## src/rtl/core/nod_pkg.sv

```systemverilog
// ----------------------------------------------------------------------------
// nod_pkg
// Shared types and constants of the 3x3 neighbor outlier denoise block.
// ----------------------------------------------------------------------------
package nod_pkg;

    localparam int MAX_COLUMNS = 64;
    localparam int MAX_ROWS    = 64;
    localparam int SAMPLE_BITS = 24;

    localparam int VAL_W      = SAMPLE_BITS - 1;
    localparam int DIM_W      = 7;
    localparam int THR_W      = 16;
    localparam int COL_W      = $clog2(MAX_COLUMNS);
    localparam int ROW_W      = $clog2(MAX_ROWS + 2);
    localparam int DIAG_W     = ROW_W + 2;
    localparam int PSUM_W     = VAL_W + 2;
    localparam int PROD_W     = THR_W + VAL_W;
    localparam int MEAN_SH    = 3;
    localparam int THR_FRAC   = 12;
    localparam int CFG_IDX_W  = 2;
    localparam int CFG_DATA_W = 23;

    localparam logic [CFG_IDX_W-1:0] CFG_COLUMNS   = 2'd0;
    localparam logic [CFG_IDX_W-1:0] CFG_ROWS      = 2'd1;
    localparam logic [CFG_IDX_W-1:0] CFG_MAX_TOL   = 2'd2;
    localparam logic [CFG_IDX_W-1:0] CFG_THRESHOLD = 2'd3;

    localparam logic [DIM_W-1:0] COLUMNS_RST   = DIM_W'(MAX_COLUMNS);
    localparam logic [DIM_W-1:0] ROWS_RST      = DIM_W'(MAX_ROWS);
    localparam logic [VAL_W-1:0] MAX_TOL_RST   = {VAL_W{1'b1}};
    localparam logic [THR_W-1:0] THRESHOLD_RST = THR_W'(4096);

    typedef struct packed {
        logic                          kind;
        logic signed [SAMPLE_BITS-1:0] sample_value;
    } t_in_item;

    typedef struct packed {
        logic [VAL_W-1:0] cell_value;
        logic             is_last;
    } t_out_item;

    typedef struct packed {
        logic [VAL_W-1:0] top;
        logic [VAL_W-1:0] mid;
        logic [VAL_W-1:0] bot;
    } t_col;

    typedef struct packed {
        logic advance;
        logic zero;
    } t_cell_ctl;

    typedef struct packed {
        logic [VAL_W-1:0] upper;
        logic [VAL_W-1:0] lower;
    } t_lb_word;

    typedef struct packed {
        t_col             left;
        t_col             right;
        logic [VAL_W-1:0] above;
        logic [VAL_W-1:0] center;
        logic [VAL_W-1:0] below;
        logic             diag;
        logic             last;
    } t_judge_in;

endpackage

```

## src/rtl/core/nod_col_cell.sv

```systemverilog
// ----------------------------------------------------------------------------
// nod_col_cell
// One window column cell: loads the column of its upstream neighbor.
// ----------------------------------------------------------------------------
module nod_col_cell
    import nod_pkg::*;
(
    input  logic      i_clk,
    input  logic      i_rst_n,
    input  t_cell_ctl i_ctl,
    input  t_col      i_col,
    output t_col      o_col
);

    t_col r_col;

    always_ff @(posedge i_clk) begin
        if (!i_rst_n) begin
            r_col <= '0;
        end else if (i_ctl.advance) begin
            r_col <= i_ctl.zero ? '0 : i_col;
        end
    end

    assign o_col = r_col;

endmodule

```

## src/rtl/core/nod_line_buf.sv

```systemverilog
// ----------------------------------------------------------------------------
// nod_line_buf
// Two-row line store, one word per column, with write-to-read forwarding.
// ----------------------------------------------------------------------------
module nod_line_buf
    import nod_pkg::*;
(
    input  logic             i_clk,
    input  logic             i_rd_en,
    input  logic [COL_W-1:0] i_rd_addr,
    input  logic             i_wr_en,
    input  logic [COL_W-1:0] i_wr_addr,
    input  t_lb_word         i_wr_data,
    output t_lb_word         o_rd_data
);

    t_lb_word r_mem [MAX_COLUMNS];
    t_lb_word r_rd;
    t_lb_word r_fwd;
    logic     r_hit;

    always_ff @(posedge i_clk) begin
        if (i_wr_en) begin
            r_mem[i_wr_addr] <= i_wr_data;
        end
    end

    always_ff @(posedge i_clk) begin
        if (i_rd_en) begin
            r_rd  <= r_mem[i_rd_addr];
            r_fwd <= i_wr_data;
            r_hit <= i_wr_en && (i_wr_addr == i_rd_addr);
        end
    end

    assign o_rd_data = r_hit ? r_fwd : r_rd;

endmodule

```

## src/rtl/core/nod_judge.sv

```systemverilog
// ----------------------------------------------------------------------------
// nod_judge
// Outlier decision pipeline: neighbor mean, deviation and threshold compare.
// ----------------------------------------------------------------------------
module nod_judge
    import nod_pkg::*;
(
    input  logic             i_clk,
    input  logic             i_rst_n,
    input  logic             i_valid,
    output logic             o_ready,
    input  t_judge_in        i_data,
    input  logic [THR_W-1:0] i_thr,
    output logic             o_valid,
    input  logic             i_stall,
    output t_out_item        o_data
);

    logic en_o;
    logic en_2;
    logic en_1;

    logic              r1_v;
    logic [PSUM_W-1:0] r1_p0;
    logic [PSUM_W-1:0] r1_p1;
    logic [VAL_W-1:0]  r1_s;
    logic              r1_keep;
    logic              r1_last;
    logic [PROD_W-1:0] r1_prod;

    logic                r2_v;
    logic [VAL_W-1:0]    r2_mean;
    logic [VAL_W-1:0]    r2_diff;
    logic [VAL_W-1:0]    r2_s;
    logic                r2_keep;
    logic                r2_last;
    logic [PROD_W-1:0]   r2_prod;

    logic              r_ov;
    t_out_item         r_out;

    logic [PSUM_W-1:0] n_p0;
    logic [PSUM_W-1:0] n_p1;
    logic [PSUM_W:0]   total;
    logic [VAL_W-1:0]  mean;
    logic [VAL_W-1:0]  diff;
    logic              big;

    assign en_o    = !r_ov || !i_stall;
    assign en_2    = !r2_v || en_o;
    assign en_1    = !r1_v || en_2;
    assign o_ready = en_1;

    assign n_p0 = PSUM_W'(i_data.left.top) + PSUM_W'(i_data.left.mid)
                + PSUM_W'(i_data.left.bot) + PSUM_W'(i_data.above);
    assign n_p1 = PSUM_W'(i_data.right.top) + PSUM_W'(i_data.right.mid)
                + PSUM_W'(i_data.right.bot) + PSUM_W'(i_data.below);

    always_ff @(posedge i_clk) begin
        if (!i_rst_n) begin
            r1_v <= 1'b0;
        end else if (en_1) begin
            r1_v <= i_valid;
        end
    end

    always_ff @(posedge i_clk) begin
        if (en_1) begin
            r1_p0   <= n_p0;
            r1_p1   <= n_p1;
            r1_s    <= i_data.center;
            r1_keep <= i_data.diag || (i_data.center == '0);
            r1_last <= i_data.last;
            r1_prod <= PROD_W'(i_thr) * PROD_W'(i_data.center);
        end
    end

    assign total = (PSUM_W + 1)'(r1_p0) + (PSUM_W + 1)'(r1_p1);
    assign mean  = total[MEAN_SH +: VAL_W];
    assign diff  = (r1_s > mean) ? (r1_s - mean) : (mean - r1_s);

    always_ff @(posedge i_clk) begin
        if (!i_rst_n) begin
            r2_v <= 1'b0;
        end else if (en_2) begin
            r2_v <= r1_v;
        end
    end

    always_ff @(posedge i_clk) begin
        if (en_2) begin
            r2_mean <= mean;
            r2_diff <= diff;
            r2_s    <= r1_s;
            r2_keep <= r1_keep;
            r2_last <= r1_last;
            r2_prod <= r1_prod;
        end
    end

    assign big = PROD_W'({r2_diff, {THR_FRAC{1'b0}}}) > r2_prod;

    always_ff @(posedge i_clk) begin
        if (!i_rst_n) begin
            r_ov <= 1'b0;
        end else if (en_o) begin
            r_ov <= r2_v;
        end
    end

    always_ff @(posedge i_clk) begin
        if (en_o) begin
            r_out.cell_value <= (!r2_keep && big) ? r2_mean : r2_s;
            r_out.is_last    <= r2_last;
        end
    end

    assign o_valid = r_ov;
    assign o_data  = r_out;

endmodule

```

## src/rtl/core/neighbour_outlier_denoise_3x3.sv

```systemverilog
// ----------------------------------------------------------------------------
// neighbour_outlier_denoise_3x3
// Streaming 3x3 outlier replacement filter over a raster-ordered grid.
// ----------------------------------------------------------------------------
// Takes one transaction per clock while o_stall is low, and registers each result
// through the first stage, the two judge stages and the output register; cell i
// of the grid is released by input transaction i + columns + 1, so send
// columns + 1 flush transactions after the last sample to drain the grid. The
// rate is set by the one-read one-write line store, read and written once per
// transaction at the current column, and by the two column cells of the window
// that shift once per transaction. The line store needs no clearing pass after
// reset; configuration writes are taken at any time the block is idle, and a
// columns or rows write restarts the grid.
module neighbour_outlier_denoise_3x3
    import nod_pkg::*;
(
    input  logic                  i_clk,
    input  logic                  i_rst_n,
    input  logic                  i_valid,
    output logic                  o_stall,
    input  t_in_item              i_data,
    output logic                  o_valid,
    input  logic                  i_stall,
    output t_out_item             o_data,
    input  logic                  i_cfg_valid,
    output logic                  o_cfg_ready,
    input  logic [CFG_IDX_W-1:0]  i_cfg_index,
    input  logic [CFG_DATA_W-1:0] i_cfg_data
);

    typedef struct packed {
        logic [COL_W-1:0] x;
        logic             x0;
        logic             top_ok;
        logic             mid_ok;
        logic [VAL_W-1:0] s;
        logic             emit;
        logic             rt_zero;
        logic             diag;
        logic             last;
    } t_s1;

    logic [DIM_W-1:0] r_cols;
    logic [DIM_W-1:0] r_rows;
    logic [VAL_W-1:0] r_max;
    logic [THR_W-1:0] r_thr;

    logic [COL_W-1:0] r_xpos;
    logic [ROW_W-1:0] r_ypos;
    logic [COL_W-1:0] n_xpos;
    logic [ROW_W-1:0] n_ypos;

    logic             r_s1v;
    t_s1              r_s1;
    t_s1              n_s1;

    logic             cfg_wr;
    logic             geo_wr;
    logic [DIM_W-1:0] c_eff;
    logic [DIM_W-1:0] r_eff;
    logic [ROW_W-1:0] r_eff_y;
    logic [COL_W:0]   col_inc;
    logic             ignore;
    logic             accept;
    logic             s1_load;
    logic             s1_adv;
    logic             diag;
    logic             emit_a;
    logic             emit_b;
    logic             last;
    logic [VAL_W-1:0] clip;

    t_lb_word         lb_rd;
    t_lb_word         lb_wr;
    t_col             newcol;
    t_col             col_a;
    t_col             col_b;
    t_col             rt_col;
    t_cell_ctl        ctl_a;
    t_cell_ctl        ctl_b;
    t_judge_in        jin;
    logic             j_ready;

    assign o_cfg_ready = 1'b1;
    assign cfg_wr      = i_cfg_valid && o_cfg_ready;
    assign geo_wr      = cfg_wr && (i_cfg_index inside {CFG_COLUMNS, CFG_ROWS});

    always_ff @(posedge i_clk) begin
        if (!i_rst_n) begin
            r_cols <= COLUMNS_RST;
            r_rows <= ROWS_RST;
            r_max  <= MAX_TOL_RST;
            r_thr  <= THRESHOLD_RST;
        end else if (cfg_wr) begin
            case (i_cfg_index)
                CFG_COLUMNS:   r_cols <= i_cfg_data[DIM_W-1:0];
                CFG_ROWS:      r_rows <= i_cfg_data[DIM_W-1:0];
                CFG_MAX_TOL:   r_max  <= i_cfg_data[VAL_W-1:0];
                CFG_THRESHOLD: r_thr  <= i_cfg_data[THR_W-1:0];
                default:       r_thr  <= r_thr;
            endcase
        end
    end

    assign c_eff = (r_cols == '0) ? DIM_W'(1) :
                   (r_cols > DIM_W'(MAX_COLUMNS)) ? DIM_W'(MAX_COLUMNS) : r_cols;
    assign r_eff = (r_rows == '0) ? DIM_W'(1) :
                   (r_rows > DIM_W'(MAX_ROWS)) ? DIM_W'(MAX_ROWS) : r_rows;
    assign r_eff_y = ROW_W'(r_eff);

    assign ignore = i_data.kind && (r_xpos == '0) && (r_ypos == '0);
    assign diag   = (DIAG_W'(r_xpos) + DIAG_W'(r_eff)) == (DIAG_W'(r_ypos) + DIAG_W'(c_eff));
    assign emit_a = (r_xpos == '0) && (r_ypos >= ROW_W'(2));
    assign emit_b = (r_xpos != '0) && (r_ypos >= ROW_W'(1)) && (r_ypos <= r_eff_y);
    assign last   = (r_xpos == '0) && (r_ypos == r_eff_y + ROW_W'(1));

    always_comb begin
        if (i_data.kind || (r_ypos >= r_eff_y) || i_data.sample_value[SAMPLE_BITS-1]) begin
            clip = '0;
        end else if ((i_data.sample_value[VAL_W-1:0] > r_max) && !diag) begin
            clip = r_max;
        end else begin
            clip = i_data.sample_value[VAL_W-1:0];
        end
    end

    assign col_inc = (COL_W + 1)'(r_xpos) + (COL_W + 1)'(1);

    always_comb begin
        if (last) begin
            n_xpos = '0;
            n_ypos = '0;
        end else if (col_inc >= (COL_W + 1)'(c_eff)) begin
            n_xpos = '0;
            n_ypos = r_ypos + ROW_W'(1);
        end else begin
            n_xpos = col_inc[COL_W-1:0];
            n_ypos = r_ypos;
        end
    end

    always_comb begin
        n_s1.x       = r_xpos;
        n_s1.x0      = (r_xpos == '0);
        n_s1.top_ok  = (r_ypos >= ROW_W'(2));
        n_s1.mid_ok  = (r_ypos >= ROW_W'(1));
        n_s1.s       = clip;
        n_s1.emit    = emit_a || emit_b;
        n_s1.rt_zero = emit_a;
        n_s1.diag    = emit_a ? last : diag;
        n_s1.last    = last;
    end

    assign s1_adv  = r_s1v && (!r_s1.emit || j_ready);
    assign s1_load = !r_s1v || s1_adv;
    assign o_stall = !s1_load;
    assign accept  = i_valid && s1_load;

    always_ff @(posedge i_clk) begin
        if (!i_rst_n) begin
            r_xpos <= '0;
            r_ypos <= '0;
        end else if (geo_wr) begin
            r_xpos <= '0;
            r_ypos <= '0;
        end else if (accept && !ignore) begin
            r_xpos <= n_xpos;
            r_ypos <= n_ypos;
        end
    end

    always_ff @(posedge i_clk) begin
        if (!i_rst_n) begin
            r_s1v <= 1'b0;
        end else if (s1_load) begin
            r_s1v <= accept && !ignore;
        end
    end

    always_ff @(posedge i_clk) begin
        if (s1_load) begin
            r_s1 <= n_s1;
        end
    end

    assign lb_wr.upper = lb_rd.lower;
    assign lb_wr.lower = r_s1.s;

    nod_line_buf u_line_buf (
        .i_clk     (i_clk),
        .i_rd_en   (accept),
        .i_rd_addr (r_xpos),
        .i_wr_en   (s1_adv),
        .i_wr_addr (r_s1.x),
        .i_wr_data (lb_wr),
        .o_rd_data (lb_rd)
    );

    assign newcol.top = r_s1.top_ok ? lb_rd.upper : '0;
    assign newcol.mid = r_s1.mid_ok ? lb_rd.lower : '0;
    assign newcol.bot = r_s1.s;

    assign ctl_a.advance = s1_adv || geo_wr;
    assign ctl_a.zero    = geo_wr || r_s1.last;
    assign ctl_b.advance = s1_adv || geo_wr;
    assign ctl_b.zero    = geo_wr || r_s1.last || r_s1.x0;

    nod_col_cell u_cell_a (
        .i_clk   (i_clk),
        .i_rst_n (i_rst_n),
        .i_ctl   (ctl_a),
        .i_col   (newcol),
        .o_col   (col_a)
    );

    nod_col_cell u_cell_b (
        .i_clk   (i_clk),
        .i_rst_n (i_rst_n),
        .i_ctl   (ctl_b),
        .i_col   (col_a),
        .o_col   (col_b)
    );

    assign rt_col = r_s1.rt_zero ? '0 : newcol;

    assign jin.left   = col_b;
    assign jin.right  = rt_col;
    assign jin.above  = col_a.top;
    assign jin.center = col_a.mid;
    assign jin.below  = col_a.bot;
    assign jin.diag   = r_s1.diag;
    assign jin.last   = r_s1.last;

    nod_judge u_judge (
        .i_clk   (i_clk),
        .i_rst_n (i_rst_n),
        .i_valid (s1_adv && r_s1.emit),
        .o_ready (j_ready),
        .i_data  (jin),
        .i_thr   (r_thr),
        .o_valid (o_valid),
        .i_stall (i_stall),
        .o_data  (o_data)
    );

`ifndef NO_ASSERTIONS
    a_stall_only_full: assert property (@(posedge i_clk) disable iff (!i_rst_n)
        !r_s1v |-> !o_stall)
        else $error("input stalled with an empty first stage");

    a_col_range: assert property (@(posedge i_clk) disable iff (!i_rst_n)
        (COL_W + 1)'(r_xpos) < (COL_W + 1)'(c_eff))
        else $error("column position beyond grid width");

    a_row_range: assert property (@(posedge i_clk) disable iff (!i_rst_n)
        r_ypos <= r_eff_y + ROW_W'(1))
        else $error("row position beyond drain row");
`endif

endmodule
```

## config.mk

```make
export PLATFORM = sky130hd
export DESIGN_NAME = neighbour_outlier_denoise_3x3
export DESIGN_NICKNAME = d
export VERILOG_FILES = /design/src/rtl/core/nod_pkg.sv /design/src/rtl/core/nod_col_cell.sv /design/src/rtl/core/nod_line_buf.sv /design/src/rtl/core/nod_judge.sv /design/src/rtl/core/neighbour_outlier_denoise_3x3.sv
export SDC_FILE = /design/constraint.sdc
export NUM_CORES = 2
export LEC_CHECK = 0
export ABC_AREA = 1
export BUFFER_PORTS_ARGS = -buffer_cell sky130_fd_sc_hd__buf_2
export CORE_UTILIZATION = 30
export CTS_CLUSTER_SIZE = 30
export DETAILED_ROUTE_END_ITERATION = 8
export SETUP_SLACK_MARGIN = 0.15
export SLEW_MARGIN = 20
export SYNTH_ARGS = -nofsm -noshare
export SYNTH_HDL_FRONTEND = slang
export SYNTH_SLANG_ARGS = --single-unit
```

## constraint.sdc

```tcl
create_clock -name i_clk -period 19.7 [get_ports i_clk]
set_input_delay 3.94 -clock i_clk [delete_from_list [all_inputs] [get_ports i_clk]]
set_output_delay 3.94 -clock i_clk [all_outputs]
set_load 0.02 [all_outputs]
```

==> flow_summary.toml <==
[outcome]
status = "completed"

[pwr]
max-vdd-ir-drop_mv = 0.1021
p_int_mw = 12.71
pwr_density_cell_nw_per_um2 = 98.12
switching_share_pct = 27.39
power_frac_clock_pct = 37.1
combPwrFrac_pct = 13.9
pwr-share-seq_pct = 49.0
leakagePower_nw = 63.82
p_sw_mw = 4.796

[grt]
grtUsageMet1_pct = 24.92
grt_pass1_wl_um = 690100
first_global_vias = 101500
grt_busiest_layer = "met2"
grt.total_usage_pct = 17.18
grt.met2_usage_pct = 26.13
grt_max_degree = 171
overflow = 0
antenna_found_initial = 32
use_met3_pct = 3.398

[cells_and_area]
final_cell_mix = "edfxtp_1, nor2_1, nand2_1"
drive_gt1_share_pct = 7.430
final_common_cell = "edfxtp_1"
fin_area_um2 = 178400
fin_cells = 20530
area_growth_pct = 12.24
utilization_pct = 33.79
fin_nets = 14000

[yosys]
synth_cell_types = 64
post_synth_inst_count = 13350
syn_avg_cell_area_um2 = 11.91
synth.cell_area_um2 = 159000
synthesis.nets = 14110
synth.yosys.seq_area_share_pct = 65.34
ys_warn_count = 0
ys_ff_latch = 3529

[clocking]
htree_num_levels = 5
post_cts_resized = 0
insertion_delay_ns = 1.01
tritoncts = "done"
clk_pin_slew_worst_paths_ns = 0.06
clockBufferDepth = 4
cts_hold_buf = 0
post_cts_buffers = 0
cts-root-buf = "clkbuf_16"
numCtsBuffers = 349
cts.sinks = 3529

[setup_path]
cp_max_fo = 49
worstSetupEndpointType = "primary output"
criticalPathCategory = "in2out"
start_kind = "input pin"
required_ns = 15.76
cp.arrival_ns = 6.72

[sta]
max_freq_mhz = 93.83
worst_pin_slew_ns = 1.192
worst_clock_skew_ns = 0.09746
fin_crit_ns = 10.66
rsz0062_at_grt = "no"
setup_viol = 0
setup_tns_ns = 0
period_share_pct = 54.10
slew_violations = 0
hold_violations = 0
relSlewSlack_pct = 20.42

[floorplanning]
num_rows = 267
ios = 82
coreArea_um2 = 528200
chipHeight_um = 730.0
fp.dieW_um = 730.0
start_util_pct = 30.10
fp.dieArea_um2 = 532900

[placed_design]
port_buffers = 80
gp_congestion = 0.8858
dp_hpwl_um = 282400
placed_cell_area_um2 = 167500
placed_cells = 19890

[routing]
wl_per_cell_um = 23.16
post-route-drc-count = 0
first_pass_iters = 6
drtIter0Drc = 12880
ant_nets = 0
via_per_inst = 5.218
vias = 107100
route.final.wire_length_um = 475500

[job]
cap_violations = 0

[worst_hold_path]
hp-class = "reg2reg"
==> path summary, 6_finish.rpt <==
path                            startpoint                             to  slack, ns  cells after the start
max                                i_stall                        o_stall       9.04                      8
min reg2reg  u_judge.r1_prod[16]$_DFFE_PP_  u_judge.r2_prod[16]$_DFFE_PP_       0.40                      0
min          u_judge.r1_prod[16]$_DFFE_PP_  u_judge.r2_prod[16]$_DFFE_PP_       0.40                      0
max reg2reg     u_line_buf.r_hit$_DFFE_PP_    u_judge.r1_p1[22]$_DFFE_PP_      12.91                     27
==> sequential cells by signal, indices dropped and copies added (netlist names), 7 cells and up <==
name	flops
r_rows	7
u_judge.r2_s	23
u_judge.r2_prod	39
u_cell_a.o_col	69
r_s1	11
u_judge.r1_prod	39
r_ypos	7
u_judge.r1_p1	25
u_judge.r1_s	23
u_line_buf.r_rd	46
r_thr	16
u_judge.o_data	24
r_max	23
u_judge.r1_p0	25
r_cols	7
u_line_buf.r_fwd	46
lb_wr	23
u_cell_b.o_col	69
u_line_buf.r_mem	2944
u_judge.r2_mean	23
u_judge.r2_diff	23
==> metrics by stage <==
step                hold slack (ns)  worst slack [ns]  power (mW)
detailed placement           0.4045             9.004       11.13
global route                 0.4042             8.773       18.10
finish                       0.4042             9.042       17.51
global placement             0.4019             9.082       11.11
CTS                          0.4059             9.001       17.56
floorplan                    0.4003             6.947       10.30
==> cells by family after synthesis <==
logic type                 share of synthesized area, %
and+or+nand+nor                                   9.799
DFF                                               65.34
AOI/OAI and AO/OA                                 12.15
buffers and inverters                             4.622
adders and majority gates                         7.127
xor gates and xnor gates                         0.9585
other                                          0.002359
==> per-layer routing <==
metal	part of all wire [%]	vias up
met5	0.0072	-
met4	2.8	6
met3	10	707
met2	44	4906
met1	43	53740
li1	-	47780
==> worst max-delay path, stage by stage <==
cell     delay (ns)
buf_2          0.10
nand2_1        0.75
nor2_1         0.17
inv_4          0.49
nor2_1         0.20
inv_4          0.51
nor2_1         0.27
buf_2          0.24
==> Yosys cell counts (all sizes together) <==
library cell	n	share of area, %
clkbuf	461	1.1
a31oi	31	0.12
a21oi	878	2.8
o22ai	140	0.55
o22a	1	0.0055
and3	2	0.0079
conb	1	0.0024
nand4	58	0.23
a21o	17	0.080
fa	346	4.4
o221ai	480	2.6
o221a	1	0.0071
dfxtp	208	2.6
a31o	1	0.0055
a21boi	10	0.047
a311oi	2	0.011
a211oi	133	0.63
ha	352	2.8
nor4	46	0.19
or3	2	0.0079
edfxtp	3321	63
nor2	1569	3.7
nand3	535	1.7
a2bb2oi	1	0.0055
o21ai	1459	4.6
o2111ai	5	0.028
xnor2	57	0.31
a22oi	2	0.0094
o211ai	90	0.43
nand2	1481	3.5
nand3b	1	0.0047
nor3	83	0.27
o31ai	11	0.052
o311ai	1	0.0055
xor2	117	0.64
o21a	10	0.047
buf	341	1.1
nand2b	1	0.0039
clkinv	3	0.0071
nor3b	2	0.0094
or2	36	0.14
o21bai	20	0.094
a211o	1	0.0055
inv	1037	2.5
==> power by group through the flow <==
stage / registers, mW / logic [mW] / clock network (mW)
2_1_floorplan: 8.74 / 1.56 / 0
3_3_place_gp: 8.73 / 2.37 / 0
3_5_place_dp: 8.74 / 2.40 / 0
4_1_cts: 8.58 / 2.41 / 6.57
5_1_grt: 8.59 / 2.67 / 6.85
6_report: 8.58 / 2.43 / 6.50
==> area by class of cell <==
type / count / area, um2
Timing Repair Buffer: 343 / 2544
Antenna cell: 11 / 27.53
Clock inverter: 189 / 1744
Inverter: 1040 / 3965
Clock buffer: 443 / 9200
Multi-Input combinational cell: 7983 / 48300
Tap cell: 6994 / 8751
Fill cell: 51800 / 349700
Sequential cell: 3529 / 103900
Power figures use the tool's default switching activity.
